[src/rtl/fpmu_pkg.sv]
// shared types and constants for the 16.16 fixed-point math unit
// no dependencies
package fpmu_pkg;

  // operation codes
  localparam logic [2:0] OP_RMUL   = 3'd0;
  localparam logic [2:0] OP_MSHIFT = 3'd1;
  localparam logic [2:0] OP_DIV    = 3'd2;
  localparam logic [2:0] OP_SCALE  = 3'd3;
  localparam logic [2:0] OP_SQRT   = 3'd4;

  // one quotient bit per stage over the whole 64-bit dividend
  localparam int DIV_STEPS = 64;
  localparam int STEP_W    = 6;

  // square root phase boundaries, counted in stages
  localparam logic [STEP_W-1:0] SQRT_INT_LAST  = 6'd15;
  localparam logic [STEP_W-1:0] SQRT_FRAC_LAST = 6'd23;

  localparam logic [31:0] SQRT_INT_MASK  = 32'h4000_0000;
  localparam logic [31:0] SQRT_FRAC_MASK = 32'h0000_4000;

  // payload carried down the step pipeline
  typedef struct packed {
    logic [2:0]  op;
    logic [63:0] num;   // dividend magnitude, shifted out msb first
    logic [31:0] rem;   // partial remainder
    logic [31:0] den;   // divisor magnitude
    logic [31:0] quo;   // low quotient bits
    logic        neg;   // quotient must be negated
    logic        dz;    // zero divisor seen
    logic [31:0] root;  // square root partial root
    logic [31:0] rad;   // square root running value
    logic [31:0] res;   // result of the multiply operations
  } pipe_t;

endpackage

[src/rtl/fpmu_step.sv]
// one pipeline stage: one restoring divide step and, in early stages,
// one square root digit; depends on fpmu_pkg
module fpmu_step (
  input  logic                                clk,
  input  logic                                rst_n,
  input  logic [fpmu_pkg::STEP_W-1:0]         step_idx,
  input  logic                                in_vld,
  input  fpmu_pkg::pipe_t                     in_pl,
  output logic                                out_vld,
  output fpmu_pkg::pipe_t                     out_pl
);

  logic            vld_r;
  fpmu_pkg::pipe_t pl_nxt, pl_r;

  logic [32:0] rem_sh;
  logic [33:0] diff;
  logic [31:0] m_int, m_frac, d1, d2, trial, root_n, rad_n;
  logic        acc;

  always_comb begin
    pl_nxt = in_pl;

    // divide step
    rem_sh     = {in_pl.rem, in_pl.num[63]};
    diff       = {1'b0, rem_sh} - {2'b00, in_pl.den};
    pl_nxt.num = {in_pl.num[62:0], 1'b0};
    if (!diff[33]) begin
      pl_nxt.rem = diff[31:0];
      pl_nxt.quo = {in_pl.quo[30:0], 1'b1};
    end else begin
      pl_nxt.rem = rem_sh[31:0];
      pl_nxt.quo = {in_pl.quo[30:0], 1'b0};
    end

    // square root digit
    m_int  = fpmu_pkg::SQRT_INT_MASK >> {step_idx[3:0], 1'b0};
    m_frac = fpmu_pkg::SQRT_FRAC_MASK >> {step_idx[2:0], 1'b0};
    d1     = in_pl.rad - m_int;
    d2     = d1 - in_pl.root;
    trial  = in_pl.root + m_frac;
    acc    = 1'b0;
    root_n = in_pl.root;
    rad_n  = in_pl.rad;
    if (step_idx <= fpmu_pkg::SQRT_INT_LAST) begin
      // integer phase, sign-bit tests on wrapped differences
      acc    = !d1[31] && !d2[31];
      root_n = acc ? ((in_pl.root >> 1) | m_int) : (in_pl.root >> 1);
      rad_n  = acc ? d2 : in_pl.rad;
      if (step_idx == fpmu_pkg::SQRT_INT_LAST) begin
        root_n = root_n << 16;
        rad_n  = rad_n << 16;
      end
    end else if (step_idx <= fpmu_pkg::SQRT_FRAC_LAST) begin
      // fraction phase, unsigned compare
      if (trial > in_pl.rad) begin
        root_n = in_pl.root >> 1;
      end else begin
        rad_n  = in_pl.rad - trial;
        root_n = (in_pl.root >> 1) | m_frac;
      end
    end
    pl_nxt.root = root_n;
    pl_nxt.rad  = rad_n;
  end

  // stage valid
  always_ff @(posedge clk) begin
    if (!rst_n) begin
      vld_r <= 1'b0;
    end else begin
      vld_r <= in_vld;
    end
  end

  // stage payload
  always_ff @(posedge clk) begin
    pl_r <= pl_nxt;
  end

  assign out_vld = vld_r;
  assign out_pl  = pl_r;

endmodule

[config.mk]
export PLATFORM = sky130hd
export DESIGN_NAME = fpmu_step
export DESIGN_NICKNAME = d
export VERILOG_FILES = /design/src/rtl/fpmu_pkg.sv /design/src/rtl/fpmu_step.sv
export SDC_FILE = /design/constraint.sdc
export NUM_CORES = 1
export LEC_CHECK = 0
export BUFFER_PORTS_ARGS = -buffer_cell sky130_fd_sc_hd__clkbuf_2
export CORE_MARGIN = 1
export CORE_UTILIZATION = 30
export CTS_CLUSTER_DIAMETER = 80
export DETAILED_ROUTE_END_ITERATION = 7
export PLACE_DENSITY = 0.61
export RECOVER_POWER = 25
export SYNTH_ARGS = -nofsm -noshare
export SYNTH_HDL_FRONTEND = slang
export SYNTH_SLANG_ARGS = --single-unit
[constraint.sdc]
create_clock -name clk -period 10.4 [get_ports clk]
set_input_delay 1.04 -clock clk [delete_from_list [all_inputs] [get_ports clk]]
set_output_delay 1.04 -clock clk [all_outputs]
set_load 0.005 [all_outputs]
Word-level counts from Yosys, hierarchy flattened
Index checks and enable logic that the tools add are counted.
{"block": "word_totals", "reg_bits": 261, "input_bits": 270, "output_inout_bits": 262, "elab_cells": 39}
{"block": "op_classes", "add_sub_neg": 5, "order_cmp": 3, "eq_ne": 1, "n_shift": 2, "muxes": 12, "bitwise": 2, "reduce_logical": 3}
{"cell": "$mux 32", "n": 11}
{"cell": "$sub 32x32->32", "n": 3}
{"cell": "$or 31x32->32", "n": 2}
{"cell": "$sub 33x32->34", "n": 1}
{"cell": "$add 32x32->32", "n": 1}
{"cell": "$gt 32x32->1", "n": 1}
{"cell": "$shr 15x4->32 const A", "n": 1}
{"cell": "$shr 31x5->32 const A", "n": 1}
{"cell": "$eq 6x4->1 const B", "n": 1}
{"cell": "$le 6x4->1 const B", "n": 1}
{"cell": "$le 6x5->1 const B", "n": 1}
{"cell": "$logic_not 1->1", "n": 2}
{"cell": "$logic_and 1x1->1", "n": 1}
{"cell": "$mux 1", "n": 1}

Depth between registers and ports, before layout
{"block": "depth", "depth_word": 8, "depth_mapped": 29, "mapped_depth_nobuf": 26}

Worst setup path before layout
Ideal clock, no wire load.
{"block": "synth_path", "path_kind": "input to register", "startpoint": "input port step_idx[3] in the netlist's numbering", "endpoint": "register pl_r, in the netlist out_pl[56]", "setup_time_ns": 0.122, "arrival_time_ns": 6.078, "required_time_ns": 10.278, "setup_slack_ns": 4.200, "stages": 26, "n_path_buf": 4, "cell_sequence": "clkbuf_1 -> clkbuf_1 -> nand2_1 -> ha_1 -> nor2b_1 -> o31ai_1 -> a21boi_0 -> o31ai_1 -> a211oi_1 -> o41ai_1 -> nand2_1 -> a21oi_1 -> xnor2_1 -> ha_1 -> clkbuf_1 -> a21oi_1 -> o21ai_0 -> or2_2 -> a311o_1 -> nand4_1 -> nor4_4 -> nand2_2 -> buf_6 -> mux2i_1 -> o22ai_1 -> a221o_1"}
{"item": "start, declared", "line_no": "fpmu_step.sv:6", "source": "input logic [fpmu_pkg::STEP_W-1:0] step_idx,"}
{"item": "end signal, assigned", "line_no": "fpmu_step.sv:78", "source": "pl_r <= pl_nxt;"}
{"item": "end, declared", "line_no": "fpmu_step.sv:14", "source": "fpmu_pkg::pipe_t pl_nxt, pl_r;"}

==> impl_metrics.sql <==
INSERT INTO impl_metrics (metric_group, metric, value, unit) VALUES
('final_layout', 'finish.instance_area', '0.01853', 'mm^2'),
('global_routing', 'grt.total_usage', '0.2480', ''),
('clock_network', 'ctsResizeCount', '0', ''),
('yosys', 'ffs_latches_synth', '261', ''),
('drt', 'routed_via_density', '5.196', ''),
('placed_design', 'placement_cell_area', '0.01732', 'mm^2'),
('drt', 'remaining_drc_errors', '0', ''),
('final_layout', 'layout.cells.most_common_list', 'clkbuf_2, dfxtp_1, a21oi_1', ''),
('clock_network', 'clock-sinks', '261', ''),
('critical_path', 'crit_path_end_kind', 'flop', ''),
('critical_path', 'critPathBufInv', '3', ''),
('clock_network', 'post_cts_setup_bufs', '0', ''),
('critical_path', 'startpoint_type', 'input pin', ''),
('yosys', 'yosysWarnings', '0', ''),
('timing', 'layout_min_cycle_time', '8.067', 'ns'),
('pwr', 'finalPower', '3.284', 'mW'),
('yosys', 'synth.largest_area_cell', 'dfxtp_1', ''),
('timing', 'tightestPinTransition', '1.053', 'ns'),
('critical_path', 'worst_path_dominant_cell_family', 'compound AO/OA/AOI/OAI gates', ''),
('final_layout', 'multi_input_area', '0.008268', 'mm^2'),
('run_status', 'status', 'completed', ''),
('placed_design', 'dpl.hpwl', '50300', 'um'),
('final_layout', 'flow.area_growth_from_synthesis', '32.26', '%'),
('die', 'floorplan.io_pins', '532', ''),
('timing', 'setup_viol', '0', ''),
('yosys', 'cell_area_synth', '0.01401', 'mm^2'),
('critical_path', 'cp_max_fo', '28', ''),
('yosys', 'postSynth.asyncResetShare', '0', ''),
('yosys', 'synth_cell_types', '77', ''),
('timing', 'maxClockFrequency', '0.1240', 'GHz'),
('timing', 'max_slew_margin', '0.2957', ''),
('critical_path', 'worst_path_largest_cell_delay', '0.69', 'ns'),
('global_routing', 'global_route_wire_length_before_repair', '86850', 'um'),
('clock_network', 'cts_buffers', '34', ''),
('yosys', 'post_synth_inst_count', '1601', ''),
('yosys', 'postSynthNetCount', '1995', ''),
('die', 'fp.coreArea', '0.04567', 'mm^2'),
('global_routing', 'grt_max_degree', '53', ''),
('final_layout', 'layout.cells.most_common', 'clkbuf_2', ''),
('clock_network', 'cts_tree', 'built', ''),
('die', 'die-area', '0.04756', 'mm^2'),
('drt', 'final_antenna_net_count', '0', ''),
('hold_path', 'hold_path_class', 'input pin to flop', ''),
('final_layout', 'num-nets-final', '2518', ''),
('clock_network', 'hold_buffers', '0', ''),
('yosys', 'avgSynthCellArea', '8.749', 'um^2'),
('clock_network', 'worst_setup_hold_path_clk_slew', '0.06', 'ns'),
('clock_network', 'clk_path_buf_depth', '3', ''),
('die', 'start_util', '0.3067', ''),
('final_layout', 'reg_area', '0.005225', 'mm^2'),
('critical_path', 'cp.arrival', '8.47', 'ns'),
('die', 'die_h', '218.1', 'um'),
('global_routing', 'number_of_global_route_vias_before_repair', '13874', ''),
('yosys', 'synth_top_area_frac', '0.3730', ''),
('yosys', 'yosys-top-cells-area', 'dfxtp_1, ha_1, a21oi_1', ''),
('pwr', 'power_per_cell_area', '177.3', 'mW/mm^2'),
('timing', 'rsz_0062_raised_after_global_routing', 'false', ''),
('pwr', 'leakage', '8.935', 'nW'),
('drt', 'drt_iter0_drc', '965', ''),
('clock_network', 'clock_root_buffer', 'clkbuf_16', ''),
('drt', 'final_wirelength', '61200', 'um'),
('critical_path', 'criticalPathCategory', 'input pin to flop', ''),
('yosys', 'dominantRegCellSynth', 'dfxtp_1', ''),
('drt', 'avgRoutedWirePerCell', '22.25', 'um'),
('run', 'cap_violations', '0', ''),
('yosys', 'edff_count_synth', '0', ''),
('pwr', 'max-vdd-ir-drop', '154.3', 'uV'),
('global_routing', 'gr-total-overflow', '0', ''),
('final_layout', 'final_core_utilization', '0.4056', ''),
('final_layout', 'layout_cell_share_with_drive_strength_beyond_1', '0.2980', ''),
('placed_design', 'gp_congestion', '0.9649', ''),
('critical_path', 'slowest_stage', 'mux2i_1', ''),
('yosys', 'synth_seq_area_share', '0.3730', ''),
('drt', 'vias', '14288', ''),
('global_routing', 'number_of_antenna_violations_at_the_first_check_in_global_routing', '7', ''),
('final_layout', 'final.fill_count', '4721', ''),
('timing', 'finalSetupTns', '0', 'ns'),
('placed_design', 'port_buffers', '529', ''),
('timing', 'post-route-period-util', '0.7756', ''),
('timing', 'timing_hold_violations_final', '0', ''),
('clock_network', 'cts_max_level', '2', ''),
('drt', 'dr.pass1.iters', '6', ''),
('die', 'fp.dieW', '218.1', 'um'),
('critical_path', 'cp.required', '10.80', 'ns'),
('timing', 'final_max_slew_viol_count', '0', ''),
('die', 'row_count', '78', '');
## sequential cells by signal, summed over array words and instances (netlist names)
name,cells
out_pl,260
out_vld,1
## power breakdown
group | switching (mW) | internal (mW)
Clock | 0.472 | 0.794
Combinational | 0.522 | 0.368
Sequential | 0.0347 | 1.09
Total | 1.03 | 2.26
## synth_stat cells, types with 7 or more instances
cell      count
a21o_1       40
o22ai_1      30
o211ai_1      7
a222oi_1      7
nor4_1        8
a211oi_1     14
nand2_1     118
dfxtp_1     261
nand4_1      17
nand3_1      22
nand2b_1     29
a211o_1       7
o21ai_0      88
xor2_1       45
or2_2        11
o21bai_1     11
a221oi_1     13
a21oi_1     160
clkbuf_1     44
nor2b_1      17
inv_1        87
nor3_1       22
mux2i_1      32
ha_1        121
nor2_1      126
a31oi_1      27
xnor2_1      85
mux2_2       18
o21a_1       19
and3_1       12
## worst paths after layout
path        start     endpoint  slack, ns  depth (start not counted)
max   step_idx[2]   out_pl[56]       2.33                         28
min    in_pl[245]  out_pl[246]       0.60                          1
## metrics by stage
step / std cells / hold slack [ns] / setup slack, ns
floorplan: 1601 / 1.068 / 4.200
global placement: 2688 / 1.143 / 2.040
detailed placement: 2688 / 1.144 / 1.961
CTS: 2748 / 0.5710 / 2.468
global route: 2749 / 0.5691 / 1.839
finish: 2750 / 0.6003 / 2.333
## cells by family (layout without fill, tap and decap cells)
kind of cell    after synthesis  after routing  share of synthesized area
compound gates              475            475                     0.2131
xor+xnor                    130            130                    0.08129
fa+ha+maj                   124            124                     0.1124
buf+inv                     143            690                    0.03957
flops                       261            261                     0.3730
mux                          50             50                    0.03734
other cells                   1              3                  0.0002677
simple gates                417            417                     0.1430
## per-layer routing
layer,GRT usage,part of all wire,vias to the layer above
met4,0.1587,0.069,8
met3,0.05356,0.078,156
li1,-,-,6792
met5,0,0.00085,-
met1,0.2796,0.37,6654
met2,0.4222,0.48,678
## final cells by class
cell class              count  share of cell area
diodes                      2           0.0002702
clock buffers              43             0.05045
multi-input cells        1197              0.4463
well taps                 600             0.04052
repair buffers            542              0.1475
flip-flops and latches    261              0.2820
clock inverters            17             0.01506
inverters                  88             0.01783
No activity file was read; power rests on OpenSTA's default activity.
