**src/rtl/fpmu_pkg.sv**
```systemverilog
// shared types and constants for the 16.16 fixed-point math unit
// no dependencies
package fpmu_pkg;

  // operation codes
  localparam logic [2:0] OP_RMUL   = 3'd0;
  localparam logic [2:0] OP_MSHIFT = 3'd1;
  localparam logic [2:0] OP_DIV    = 3'd2;
  localparam logic [2:0] OP_SCALE  = 3'd3;
  localparam logic [2:0] OP_SQRT   = 3'd4;

  // one quotient bit per stage over the whole 64-bit dividend
  localparam int DIV_STEPS = 64;
  localparam int STEP_W    = 6;

  // square root phase boundaries, counted in stages
  localparam logic [STEP_W-1:0] SQRT_INT_LAST  = 6'd15;
  localparam logic [STEP_W-1:0] SQRT_FRAC_LAST = 6'd23;

  localparam logic [31:0] SQRT_INT_MASK  = 32'h4000_0000;
  localparam logic [31:0] SQRT_FRAC_MASK = 32'h0000_4000;

  // payload carried down the step pipeline
  typedef struct packed {
    logic [2:0]  op;
    logic [63:0] num;   // dividend magnitude, shifted out msb first
    logic [31:0] rem;   // partial remainder
    logic [31:0] den;   // divisor magnitude
    logic [31:0] quo;   // low quotient bits
    logic        neg;   // quotient must be negated
    logic        dz;    // zero divisor seen
    logic [31:0] root;  // square root partial root
    logic [31:0] rad;   // square root running value
    logic [31:0] res;   // result of the multiply operations
  } pipe_t;

endpackage

```
**src/rtl/fpmu_prep.sv**
```systemverilog
// front end: input register, 32x32 signed multiply, operand preparation
// depends on fpmu_pkg
module fpmu_prep (
  input  logic                 clk,
  input  logic                 rst_n,
  input  logic                 in_vld,
  input  logic [2:0]           in_op,
  input  logic signed [31:0]   in_a,
  input  logic signed [31:0]   in_b,
  input  logic signed [31:0]   in_c,
  input  logic [5:0]           in_sh,
  output logic                 out_vld,
  output fpmu_pkg::pipe_t      out_pl
);

  logic                a_vld_r, b_vld_r, c_vld_r;
  logic [2:0]          a_op_r, b_op_r;
  logic signed [31:0]  a_a_r, a_b_r, a_c_r, b_a_r, b_b_r, b_c_r;
  logic [5:0]          a_sh_r, b_sh_r;
  logic signed [63:0]  prod_r;
  fpmu_pkg::pipe_t     pl_nxt, pl_r;

  logic [63:0] n_sel, prod_rnd, prod_shr;
  logic [31:0] d_sel;
  logic        is_div;

  // valid bits
  always_ff @(posedge clk) begin
    if (!rst_n) begin
      a_vld_r <= 1'b0;
      b_vld_r <= 1'b0;
      c_vld_r <= 1'b0;
    end else begin
      a_vld_r <= in_vld;
      b_vld_r <= a_vld_r;
      c_vld_r <= b_vld_r;
    end
  end

  // input register, delayed operands, product register and payload register
  always_ff @(posedge clk) begin
    a_op_r <= in_op;
    a_a_r  <= in_a;
    a_b_r  <= in_b;
    a_c_r  <= in_c;
    a_sh_r <= in_sh;
    b_op_r <= a_op_r;
    b_a_r  <= a_a_r;
    b_b_r  <= a_b_r;
    b_c_r  <= a_c_r;
    b_sh_r <= a_sh_r;
    prod_r <= a_a_r * a_b_r;
    pl_r   <= pl_nxt;
  end

  // dividend and divisor selection, multiply results
  always_comb begin
    is_div   = (b_op_r == fpmu_pkg::OP_DIV);
    n_sel    = is_div ? {{16{b_a_r[31]}}, b_a_r, 16'h0000} : prod_r;
    d_sel    = is_div ? b_b_r : b_c_r;
    prod_rnd = prod_r + 64'h0000_0000_0000_8000;
    prod_shr = prod_r >> b_sh_r;

    pl_nxt      = '0;
    pl_nxt.op   = b_op_r;
    pl_nxt.num  = n_sel[63] ? (64'd0 - n_sel) : n_sel;
    pl_nxt.den  = d_sel[31] ? (32'd0 - d_sel) : d_sel;
    pl_nxt.neg  = n_sel[63] ^ d_sel[31];
    pl_nxt.dz   = (d_sel == 32'd0) &&
                  (is_div || (b_op_r == fpmu_pkg::OP_SCALE));
    pl_nxt.rad  = b_a_r;
    if (b_op_r == fpmu_pkg::OP_RMUL) begin
      pl_nxt.res = prod_rnd[47:16];
    end else if (b_op_r == fpmu_pkg::OP_MSHIFT) begin
      pl_nxt.res = prod_shr[31:0];
    end
  end

  assign out_vld = c_vld_r;
  assign out_pl  = pl_r;

endmodule

```
**config.mk**
```make
export PLATFORM = sky130hd
export DESIGN_NAME = fpmu_prep
export DESIGN_NICKNAME = d
export VERILOG_FILES = /design/src/rtl/fpmu_pkg.sv /design/src/rtl/fpmu_prep.sv
export SDC_FILE = /design/constraint.sdc
export NUM_CORES = 2
export LEC_CHECK = 0
export BUFFER_PORTS_ARGS = -buffer_cell sky130_fd_sc_hd__clkbuf_2
export CAP_MARGIN = 5
export CELL_PAD_IN_SITES_DETAIL_PLACEMENT = 0
export CELL_PAD_IN_SITES_GLOBAL_PLACEMENT = 1
export CORE_ASPECT_RATIO = 0.9
export CORE_MARGIN = 3
export CORE_UTILIZATION = 25
export DETAILED_ROUTE_END_ITERATION = 8
export GPL_ROUTABILITY_DRIVEN = 0
export GPL_TIMING_DRIVEN = 0
export PLACE_DENSITY_LB_ADDON = 0.05
export REMOVE_ABC_BUFFERS = 1
export SETUP_SLACK_MARGIN = 0.4
export SYNTH_ARGS = -nofsm -noshare
export SYNTH_HDL_FRONTEND = slang
export SYNTH_SLANG_ARGS = --single-unit
```
**constraint.sdc**
```tcl
create_clock -name clk -period 7.5 [get_ports clk]
set_clock_uncertainty 0.2 [all_clocks]
set_input_delay 1.125 -clock clk [delete_from_list [all_inputs] [get_ports clk]]
set_output_delay 1.125 -clock clk [all_outputs]
set_load 0.005 [all_outputs]
```
# Word level (Yosys, flattened, before mapping)
# Cells that the tools add are included.
# op_classes
addsub,3
multipliers,1
eq_ne,3
shift,1
muxes,6
bitwise,1
n_reduce_logical,4
# op_table
cell,count
32-bit two-way mux,3
32-bit by 32-bit multiplier with 64-bit output,1
64-bit two-way mux,1
64-bit by 6-bit >> shifter with 32-bit output,1
"1-bit by 64-bit subtractor with 64-bit output, first input constant",1
63-bit two-way mux,1
"48-bit by 16-bit adder with 48-bit output, second input constant",1
32-bit logical NOT,1
"1-bit by 32-bit subtractor with 32-bit output, first input constant",1
31-bit two-way mux,1
"3-bit by 2-bit == test with 1-bit output, second input constant",2
"3-bit by 1-bit == test with 1-bit output, second input constant",1
3-bit logical NOT,1
1-bit logical AND,1
1-bit logical OR,1
1-bit bitwise XOR,1
# totals
ff_bits,442
inputBits,108
output_inout_bits,262
word_cells,42

# Depth between registers and ports, before layout
# logic_depth
word_depth,4
depth_mapped,29
depth_no_buf,28

# Worst setup path after synthesis
# No wires, ideal clock.
# synth_path
kind,register -> register
start,reg a_b_r[2]
end,reg prod_r[63]
setup_time_ns,0.121
arrival_time_ns,7.455
t_required_ns,7.179
path_slack_ns,-0.276
stages_incl_launch_ff,26
path_buffers,2
period_less_slack_ns,7.776
cell_sequence,dfxtp_1 clkbuf_1 nand2_1 inv_1 fa_1 fa_1 fa_1 fa_1 inv_1 fa_1 inv_1 fa_1 fa_1 fa_1 ha_1 clkbuf_1 a21o_1 a21oi_1 nor2_1 o21a_1 nor2_1 nor3_1 o21ai_0 o311ai_0 o211ai_1 xnor2_1
# synth_via
elab_chain_len,1
# synth_rtl
element,line,rtl
from (decl),fpmu_prep.sv:18,"logic signed [31:0] a_a_r, a_b_r, a_c_r, b_a_r, b_b_r, b_c_r;"
from (signal assigned),fpmu_prep.sv:44,a_b_r <= in_b;
32-bit by 32-bit multiplier with 64-bit output,fpmu_prep.sv:52,prod_r <= a_a_r * a_b_r;
to (signal assigned),fpmu_prep.sv:52,
to (decl),fpmu_prep.sv:20,logic signed [63:0] prod_r;
# Every way passes these cells.
# A chain may end at the register's enable or synchronous reset.

# Worst setup path after layout
# layout_path
start,reg a_a_r[31]
end,reg prod_r[63]
# layout_via
elab_chain_len,1
# layout_rtl
element,line,rtl
from (decl),fpmu_prep.sv:18,
from (signal assigned),fpmu_prep.sv:43,a_a_r <= in_a;
32-bit by 32-bit multiplier with 64-bit output,fpmu_prep.sv:52,
# Every way passes these cells.

==> results.txt <==
----------------------------------------------------
[Run status]
  Outcome ... finished, violations left
  Violated checks ... setup timing

[CTS]
  Clock tree from TritonCTS ... done
  Number of buffers created by CTS ... 53
  Max Root-Sink Buffers ... 3
  Clk Latency, worst-skew pair ... 690 ps
  Clock transition at the registers of the reported paths ... 60 ps
  Post-CTS Hold Fix Bufs ... 0
  Number of clock sinks seen by CTS ... 442
  # H-tree levels ... 2
  Clock tree root driver cell ... clkbuf_16

[Timing]
  Final setup violation count ... 11
  Final setup TNS ... -1360 ps
  Final Hold Violating Endpoints ... 0
  Relative max-transition margin ... 13.1%
  Final worst path period share ... 103%
  Fin. max-slew vios ... 0
  Final Hold Slack ... 122 ps
  RSZ-0062 raised after global routing ... true
  Worst Max-Slew Pin Slew ... 1300 ps
  Max Clock Freq ... 130 MHz
  Smallest setup slack after layout ... -197 ps
  Minimum period implied by the final worst setup slack ... 7700 ps

[Yosys]
  Simple-gate share of the synthesized area ... 14.3%
  Avg Cell Area, Syn ... 9.63 sq um
  Post-Synthesis Cells ... 5527
  Synth Area in XOR/XNOR ... 3.09%
  Cell area after technology mapping ... 53200 sq um
  Synth Area in Compound Gates ... 5.45%
  Synth Register Bits ... 442
  Number of flops mapped to enable cells by yosys ... 0
  Multiplexer share of the synthesized area ... 4.80%
  Sequential share of the synthesized area ... 16.6%
  Area share of fa/ha/maj cells after synthesis ... 45.1%
  Combinational family with the most area after synthesis ... adder cells
  Most used DFF post-synth ... dfxtp_1
  Synthesis warning total ... 0
  Distinct cell type count after synthesis ... 75
  Proportion of synthesized flip-flops having asynchronous set or reset ... 0%

[Worst setup path]
  Top delay family on crit path ... adder cells
  Cell with the most instances on the worst path ... fa_1
  Critical path required time ... 7900 ps
  Worst R2R Setup Slack ... -200 ps
  Worst path buffer plus inverter count ... 9
  Largest stage delay on the critical path ... 680 ps
  Sort of element at the start of the critical path ... flop
  Type of element capturing the critical path ... flop
  CP Data Arrival Time ... 8100 ps
  Path type of the worst setup path ... reg2reg
  Slowest CP cell ... fa_2
  Crit path max fanout ... 6

[Run]
  Max Cap Violations ... 0

[Global route]
  Wire length of the first global-routing pass ... 302000 um
  Largest net degree at the start of global routing ... 61
  Antenna violations before repair ... 28
  Grt total ovfl ... 0
  Global routing usage summed across all routing layers ... 18.9%
  Vias in the first global route ... 42.7k

[Placed design]
  Placed wire-length estimate after detailed placement ... 159000 um
  Count of buffers inserted at the top-level ports ... 273
  Pre-CTS setup slack ... -2110 ps

[Layout]
  Share of layout cells above drive strength 1 ... 20.4%
  Number of fillers in the final layout ... 22.2k
  Number of nets in the final layout ... 7274
  Final design utilization ... 30.9%
  Layout-stage area growth over the synthesis result ... 22.7%

[Die]
  Die span in x ... 492 um
  Starting utilization of the core area ... 25.2%
  Die Ht ... 444 um
  Top-level I/O count ... 370
  Die Area ... 219000 sq um
  Core ar. ... 212000 sq um
  Placement row count ... 160

[Route]
  Overall routed net length ... 208000 um
  Total vias in the final route ... 38.2k
  Number of iterations in the first detailed-routing pass ... 5
  Number of remaining DRC errors ... 0
  Detailed-route vias per instance ... 4.35
  Final antenna-violating net count ... 0
  Wire per inst ... 23.7 um
  Violation count after the first detailed-routing iteration ... 1846

[Hold path]
  Type of the worst min-delay path ... reg2reg

----------------------------------------------------
[cells in the mapped netlist, types with 16 or more instances]
cell type	n	share of area (%)
clkbuf_1	281	2.0
o22ai_1	42	0.49
ha_1	187	4.4
fa_1	1082	41
and2_1	513	6.0
nand2b_1	17	0.20
nand3_1	26	0.24
nor3_1	48	0.45
mux2i_1	122	2.3
buf_4	98	1.4
a21o_1	38	0.54
nand2_1	658	4.6
xor2_1	90	1.5
nor2_1	179	1.3
and3_1	16	0.19
xnor2_1	98	1.6
mux4_2	45	1.9
a31oi_1	25	0.29
o21a_1	16	0.23
a21oi_1	160	1.5
mux2_2	24	0.51
dfxtp_1	442	17
inv_1	1000	7.0
nand4_1	27	0.32
o21ai_0	96	0.90
[registers in the layout, indices dropped and copies added, names as in the netlist]
| register | count |
|---|---|
| a_a_r | 32 |
| a_b_r | 32 |
| a_c_r | 32 |
| a_op_r | 3 |
| a_sh_r | 6 |
| a_vld_r | 1 |
| b_a_r | 32 |
| b_b_r | 32 |
| b_c_r | 32 |
| b_op_r | 3 |
| b_sh_r | 6 |
| b_vld_r | 1 |
| out_pl | 165 |
| out_vld | 1 |
| prod_r | 64 |
[timing repair]
action | 4_1_cts | 5_1_grt
endpoints found under the setup margin | 45 | 39
setup buffers | 159 | 83
pin swaps | 162 | 160
gates cloned | 19 | 8
gates resized for setup | 411 | 160
[logic make-up (layout without fill, tap and decap cells)]
logic type,after synthesis,after routing
compound gates,474,474
xor+xnor,188,188
fa+ha+maj,1269,1269
buf+inv,1409,1727
flops,442,442
mux,194,194
other cells,1,109
simple gates,1550,1550
[through the flow]
| step | instances | area, sq um |
|---|---|---|
| after CTS | 8682 | 63800 |
| after global routing | 8779 | 65300 |
| final | 8788 | 65300 |
| after detailed placement | 8406 | 58400 |
| after global placement | 8323 | 56600 |
| after floorplan | 5215 | 51700 |
[routing by layer]
metal,part of all wire (%),track usage (%)
met5,0,0
met4,2.7,4.49
met3,4.4,2.83
met2,48,31.7
met1,45,25.5
[final cells by class]
cell class,instances,area [sq um],area share (%)
clock buffers,66,1460,2.23
diodes,13,32.5,0.0498
flip-flops and latches,442,9090,13.9
repair buffers,627,6200,9.49
well taps,2835,3550,5.43
multi-input cells,3771,40800,62.5
clock inverters,32,409,0.626
inverters,1002,3780,5.79
[final timing paths]
check,start,endpoint,cells past startpoint
max reg2reg,a_a_r[31],prod_r[63],28
min,a_c_r[10],b_c_r[10],0
min reg2reg,a_c_r[10],b_c_r[10],0
max,a_a_r[31],prod_r[63],28
[cells in the final DEF, fill, tap and decap left out, drive strengths merged, types with 98 or more instances in the layout]
cell type / n
buf: 338
nand2: 660
a21oi: 160
inv: 1001
and2: 513
mux2i: 125
o21ai: 99
fa: 1082
xnor2: 98
nor2: 179
clkbuf: 347
ha: 187
dfxtp: 442
Power is not shown: default switching activity piles up to over one toggle a cycle in this logic, so the estimate is an artifact.
